`config.mk`:
```
export PLATFORM = sky130hd
export DESIGN_NAME = hsv_chan_round
export DESIGN_NICKNAME = d
export VERILOG_FILES = /design/src/rtl/core/hsv_pkg.sv /design/src/rtl/core/hsv_chan_round.sv
export SDC_FILE = /design/constraint.sdc
export NUM_CORES = 1
export LEC_CHECK = 0
export BUFFER_PORTS_ARGS = -buffer_cell sky130_fd_sc_hd__buf_4
export CAP_MARGIN = 10
export CORE_MARGIN = 10
export CORE_UTILIZATION = 52
export DETAILED_ROUTE_END_ITERATION = 16
export PLACE_DENSITY_LB_ADDON = 0.1
export SLEW_MARGIN = 20
export SYNTH_ARGS = -nofsm -noshare
export SYNTH_HDL_FRONTEND = slang
export SYNTH_SLANG_ARGS = --single-unit
```
`constraint.sdc`:
```
create_clock -name clk -period 3.6 [get_ports clk]
set_clock_uncertainty 0.05 [all_clocks]
set_input_delay 1.08 -clock clk [delete_from_list [all_inputs] [get_ports clk]]
set_output_delay 1.08 -clock clk [all_outputs]
set_load 0.05 [all_outputs]
```
`src/rtl/core/hsv_pkg.sv`:
```
// ============================================================================
// hsv_pkg
// Shared widths, sector codes and stage-advance struct for the HSV to RGB
// converter.
// ============================================================================
`default_nettype none

package hsv_pkg;

    // Output code width before the 16-bit port cut, and fraction bits of f
    localparam int OUT_BITS  = 16;
    localparam int FRAC_BITS = 16;

    // Fixed field formats
    localparam int HUE_W   = 16;          // Q0.16 hue
    localparam int LVL_W   = 17;          // Q1.16 saturation / brightness
    localparam int ONE_EXP = 16;          // 1.0 = 2^16 in Q1.16
    localparam int CH_W    = 16;          // output port width
    localparam int SEC_W   = 3;           // sector 0..5

    // Derived datapath widths
    localparam int F_W   = FRAC_BITS;
    localparam int SF_W  = LVL_W + F_W;            // s * f, unsigned
    localparam int FAC_W = LVL_W + F_W + 1;        // signed factors p/q/t
    localparam int X_W   = LVL_W + 1 + FAC_W;      // signed v * factor
    localparam int HI_W  = X_W + OUT_BITS - 32;    // x*full >> 32
    localparam int R_W   = HI_W + 1;               // rounding sum

    // Hue sectors
    localparam logic [SEC_W-1:0] SEC_RED_YEL = 3'd0;
    localparam logic [SEC_W-1:0] SEC_YEL_GRN = 3'd1;
    localparam logic [SEC_W-1:0] SEC_GRN_CYN = 3'd2;
    localparam logic [SEC_W-1:0] SEC_CYN_BLU = 3'd3;
    localparam logic [SEC_W-1:0] SEC_BLU_MAG = 3'd4;
    localparam logic [SEC_W-1:0] SEC_MAG_RED = 3'd5;

    // Load enables for the two rounding stages
    typedef struct packed {
        logic load_hi;
        logic load_code;
    } hsv_adv_t;

endpackage

`default_nettype wire

```
`src/rtl/core/hsv_chan_round.sv`:
```
// ============================================================================
// hsv_chan_round
// Two-stage scale, round-half-up and clamp of one channel value to a code.
// ============================================================================
`default_nettype none

module hsv_chan_round (
    input  wire logic                                  clk,
    input  wire hsv_pkg::hsv_adv_t                     adv,
    input  wire logic signed [hsv_pkg::X_W-1:0]        x,
    output logic             [hsv_pkg::OUT_BITS-1:0]   code
);

    localparam int MW = hsv_pkg::X_W + hsv_pkg::OUT_BITS;

    localparam logic [hsv_pkg::R_W-1:0] FullCode =
        hsv_pkg::R_W'({hsv_pkg::OUT_BITS{1'b1}});
    localparam logic [hsv_pkg::R_W-1:0] HalfLsb =
        hsv_pkg::R_W'(1) << (hsv_pkg::F_W - 1);

    logic                              pos;
    logic [hsv_pkg::X_W-1:0]           ux;
    logic [MW-1:0]                     scaled;
    logic [hsv_pkg::HI_W-1:0]          hi_next;
    logic [hsv_pkg::HI_W-1:0]          hi_reg;
    logic [hsv_pkg::R_W-1:0]           sum;
    logic [hsv_pkg::R_W-1:0]           rnd;
    logic [hsv_pkg::OUT_BITS-1:0]      code_next;
    logic [hsv_pkg::OUT_BITS-1:0]      code_reg;

    // x * (2^OUT_BITS - 1) as shift minus x; nonpositive values give zero
    always_comb
    begin
        pos     = !x[hsv_pkg::X_W-1] && (x != '0);
        ux      = x;
        scaled  = {ux, {hsv_pkg::OUT_BITS{1'b0}}} - MW'(ux);
        hi_next = pos ? scaled[MW-1:32] : '0;
    end

    always_ff @(posedge clk)
    begin
        if (adv.load_hi)
        begin
            hi_reg <= hi_next;
        end
    end

    // round half up at FRAC_BITS, then clamp to full scale
    always_comb
    begin
        sum = {1'b0, hi_reg} + HalfLsb;
        rnd = sum >> hsv_pkg::F_W;
        if (rnd > FullCode)
        begin
            code_next = {hsv_pkg::OUT_BITS{1'b1}};
        end
        else
        begin
            code_next = rnd[hsv_pkg::OUT_BITS-1:0];
        end
    end

    always_ff @(posedge clk)
    begin
        if (adv.load_code)
        begin
            code_reg <= code_next;
        end
    end

    assign code = code_reg;

endmodule

`default_nettype wire

```
== Yosys cells after proc, flatten, opt, wreduce, memory -nomap -nowiden ==
Index checks and enable logic that the tools add are counted.
Storage, ports and cells
  logic and storage cells: 8
  register bits after elaboration: 52
  input port bits: 55
Cells by class
  $add $sub $neg: 2
  reductions and logical operators: 3
  magnitude comparators: 1
Operators by type and width (count)
  $sub A68 B52 Y68: 1
  $reduce_bool A52 Y1: 1
  $add A36 B16 Y37 const B: 1
  $gt A21 B16 Y1 const B: 1
  $logic_and A1 B1 Y1: 1
  $logic_not A1 Y1: 1

== Longest topological paths before layout ==
  word-level depth: 2
  depth in mapped cells: 10

== Worst setup path before layout ==
OpenSTA, ideal clock, no wires.
  path type: input to register
  start point: input port x[37] (netlist bit)
  end point: register hi_reg[34] (netlist bit), data pin
  arrival: 3.462 ns
  buffers on the path: 1
  stages: 10
  library setup time: 0.262 ns
  data required time: 3.288 ns
  path slack: -0.174 ns
  cells stage by stage: clkbuf_1 -> inv_1 -> ha_1 -> and4_1 -> or4b_4 -> nor4_4 -> o21ai_2 -> a2111oi_2 -> or3b_2 -> mux2_1
Between the ends
  cells in the longest elaborated chain, start to end: 2
Ends and longest elaborated chain
  start: declaration: RTL line hsv_chan_round.sv:10  | input wire logic signed [hsv_pkg::X_W-1:0] x,
  branches (longest 2 deep; another with $sub A68 B52 Y68)
  end signal: assignment: RTL line hsv_chan_round.sv:44  | hi_reg <= hi_next;
  end: declaration: RTL line hsv_chan_round.sv:25  | logic [hsv_pkg::HI_W-1:0] hi_reg;
Several ways; the timed one is not identified.
A chain may end at the register's enable or synchronous reset.

== Final worst setup path ==
  start point: input port x[40] (netlist bit)
  end point: register hi_reg[34] (netlist bit), data pin
The elaborated chain is that of the path after synthesis.

==> key figures <==
Status
  • Status: finished clean

Critical path
  • WS Path Type: in -> reg
  • Reg2reg end: code[5]
  • Crit path largest cell delay: 0.58 ns
  • CP top delay family: simple AND/OR/NAND/NOR gates
  • WP buf/inv: 2
  • CP Max Fanout: 7
  • CP Launch Point: x[40]
  • Crit start category: input pin
  • RR Startpoint: hi_reg[17]
  • Crit end category: flip-flop
  • Worst Path Required: 3.60 ns
  • Crit path arrival time: 3.49 ns
  • R2R Setup Slk: 0.70 ns
  • Critical path depth: 9
  • Worst path cell trace: buf_4, inv_1, ha_1, nand4_1, or4b_4, or2_4, a2111oi_4, or3b_4, mux2_4
  • Reg2reg path depth: 7
  • CP endpoint: hi_reg[34]
  • Critical-path top delay cell: or4b_4

Floorplanning
  • Die footprint: 11600 um^2
  • IO Pins: 71
  • Core area: 7370 um^2
  • Die Y: 108 um
  • Initial Utilization: 54.5%
  • Die Wd: 108 um
  • Rows: 31

Yosys
  • Top_reg_cell synth: edfxtp_1
  • Post-Synth XOR/XNOR Area: 3.71%
  • Synth Area in Simple Gates: 27.9%
  • Main combinational cell family by area after synthesis: simple AND/OR/NAND/NOR gates
  • Synth Area in Adders: 11.5%
  • Post-Syn Nets: 601
  • Synth async-reset ratio: 0%
  • Yosys reg bits: 37
  • Synth Cell Area: 4020 um^2
  • Cells after Synth: 509
  • Compound-Gate Fraction of Synth Area: 23.8%
  • Seq/Total Area, Yosys: 27.7%
  • Yosys warnings: 0
  • Count of cell types in the netlist: 57
  • Portion of netlist area occupied by mux cells: 0.810%
  • Syn avg cell area: 7.89 um^2
  • EDFF count, synth: 37

STA
  • Final hold vios: 0
  • Unrepaired setup endpoints after global routing: false
  • Least-Margin Pin Slew: 0.853 ns
  • Final period util: 97.1%
  • Headroom to the max-slew limit: 42.7%
  • Fmax: 286 MHz
  • Minimum clock period: 3.50 ns
  • Fin Hold WS: 0.542 ns
  • Fin. max-slew vios: 0
  • Endpoints failing setup: 0
  • Setup slack after layout: 0.103 ns

Final layout
  • # diodes: 0
  • Finished Layout Cells: 772
  • Share of cells above drive strength 1: 26.6%
  • Synth-to-layout area growth: 35.6%
  • Final net count: 764
  • Most frequent cells in the layout: 161 x buf_4, 64 x nand2_1, 55 x a21oi_1, 43 x inv_1, 37 x edfxtp_1
  • Util after Layout: 73.9%
  • Max reg flops: 21
  • Most common cell after layout, fill and taps aside: buf_4

GRT
  • Global-route wire length before repair: 24200 um
  • Largest net degree at the start of global routing: 22
  • Initial antenna violation count: 0
  • Vias in the first global route: 4775
  • Gr ovfl total: 0
  • GRT Util Overall: 26.2%

Routing
  • TritonRoute pass-1 iters: 6
  • Post-route ant nets: 0
  • Via count: 4891
  • Vias per std cell: 6.34
  • Number of DRC markers in iteration 0: 544
  • Final wirelength: 15500 um
  • DRC errors left: 0
  • Post-DR wirelength/cell: 20.0 um

Placed design
  • Buffers on Ports: 70
  • Worst slack, placed: -0.179 ns
  • GPL Wtd Cong: 0.978
  • DP HPWL: 13200 um
  • Placed insts: 764

Power
  • Peak supply drop: 0.000257 V
  • LEAKAGE: 2.37 nW
  • Pwr Density: 262 nW/um^2

Clock tree
  • Post-cts resize count: 0
  • H-tree depth: 2
  • Clock slew at reported path FFs: 0.07 ns
  • Post-cts hold buffer count: 0
  • CTS Buf Count: 5
  • CTS tree: built
  • Sinks on Clock Net: 37
  • Setup Buffers After CTS: 0
  • Worst skew pair latency: 0.29 ns
  • Clock root buffer: clkbuf_8
  • CTS max path bufs: 2

Job
  • MaxCap Viol Count: 0

Hold path
  • Worst hold path type: reg -> reg
-- layer usage --
metal  track usage, %  wire length [um]
met1             32.7              6320
met2             41.0              6780
met3             7.49              1680
met4             11.4               680
met5                0                 0
-- cells by family after synthesis --
family          Yosys count
xor+xnor                 17
mux                       3
compound gates          153
flops                    37
fa+ha+maj                37
simple gates            213
buf+inv                  49
-- area by class of cell --
class,count,area (um^2)
repair buffers,161,1210
inverters,44,165
fillers,558,1920
clock inverters,3,16.3
clock buffers,5,68.8
multi-input cells,423,2750
well taps,99,124
flip-flops and latches,37,1110
-- synth_stat cells, types with 2 or more instances --
| cell type | instances | area share [%] |
|---|---|---|
| xor2_1 | 14 | 3.1 |
| a21o_1 | 9 | 1.7 |
| nor4_1 | 19 | 3.0 |
| nor2b_1 | 2 | 0.31 |
| a22oi_1 | 3 | 0.56 |
| a31o_1 | 2 | 0.44 |
| a21oi_1 | 55 | 6.9 |
| o31ai_1 | 6 | 1.1 |
| o21ai_1 | 12 | 1.5 |
| a31oi_1 | 8 | 1.2 |
| inv_1 | 44 | 4.1 |
| or3_1 | 3 | 0.47 |
| edfxtp_1 | 37 | 28 |
| nor3_1 | 12 | 1.5 |
| nand2b_1 | 2 | 0.31 |
| nor2_1 | 36 | 3.4 |
| o21bai_1 | 2 | 0.37 |
| nand3_1 | 18 | 2.2 |
| clkbuf_1 | 4 | 0.37 |
| ha_1 | 37 | 12 |
| nor3b_1 | 2 | 0.37 |
| nand4_1 | 25 | 3.9 |
| a211oi_1 | 4 | 0.75 |
| nand2_1 | 64 | 6.0 |
| nor4_4 | 2 | 1.1 |
| a221oi_1 | 2 | 0.44 |
| o32ai_1 | 2 | 0.44 |
| and4_1 | 7 | 1.5 |
| or4_1 | 2 | 0.37 |
| o21ai_0 | 21 | 2.6 |
| a2111oi_0 | 2 | 0.44 |
| and3_1 | 11 | 1.7 |
| o211ai_1 | 5 | 0.93 |
| o21a_1 | 7 | 1.3 |
| o41ai_1 | 4 | 0.87 |
| xnor2_1 | 3 | 0.65 |
-- worst min-delay path by stage --
stage / start / end / slack (ns) / cells after the start
after floorplan: hi_reg[29] / code[13] / 0.50 / 2
after global placement: hi_reg[23] / code[7] / 0.51 / 2
after detailed placement: hi_reg[23] / code[7] / 0.52 / 2
after CTS: hi_reg[23] / code[7] / 0.54 / 2
after global routing: hi_reg[23] / code[7] / 0.58 / 2
final: hi_reg[23] / code[7] / 0.54 / 2
-- per-stage QoR --
| step | TNS [ns] | total power [mW] | cell area, um^2 |
|---|---|---|---|
| global placement | -0.155 | 1.12 | 5360 |
| finish | 0 | 1.43 | 5450 |
| floorplan | 0 | 0.850 | 4060 |
| global route | 0 | 1.50 | 5450 |
| CTS | 0 | 1.41 | 5450 |
| detailed placement | -0.259 | 1.13 | 5360 |
-- power by group --
| part | switching (mW) | internal [mW] | total, mW |
|---|---|---|---|
| sequential | 0.0283 | 0.509 | 0.537 |
| combinational | 0.345 | 0.261 | 0.606 |
| clock | 0.151 | 0.134 | 0.285 |
| total | 0.524 | 0.904 | 1.43 |
-- worst register-to-register path, stage by stage (launching register included) --
cell and delay [ns]:
edfxtp_1 0.44, and4_1 0.32, and3_1 0.31, and2b_1 0.20, nand4_1 0.13, mux2_2 0.32, nor4_4 0.64, nand2_1 0.18
Power figures use the tool's default switching activity.
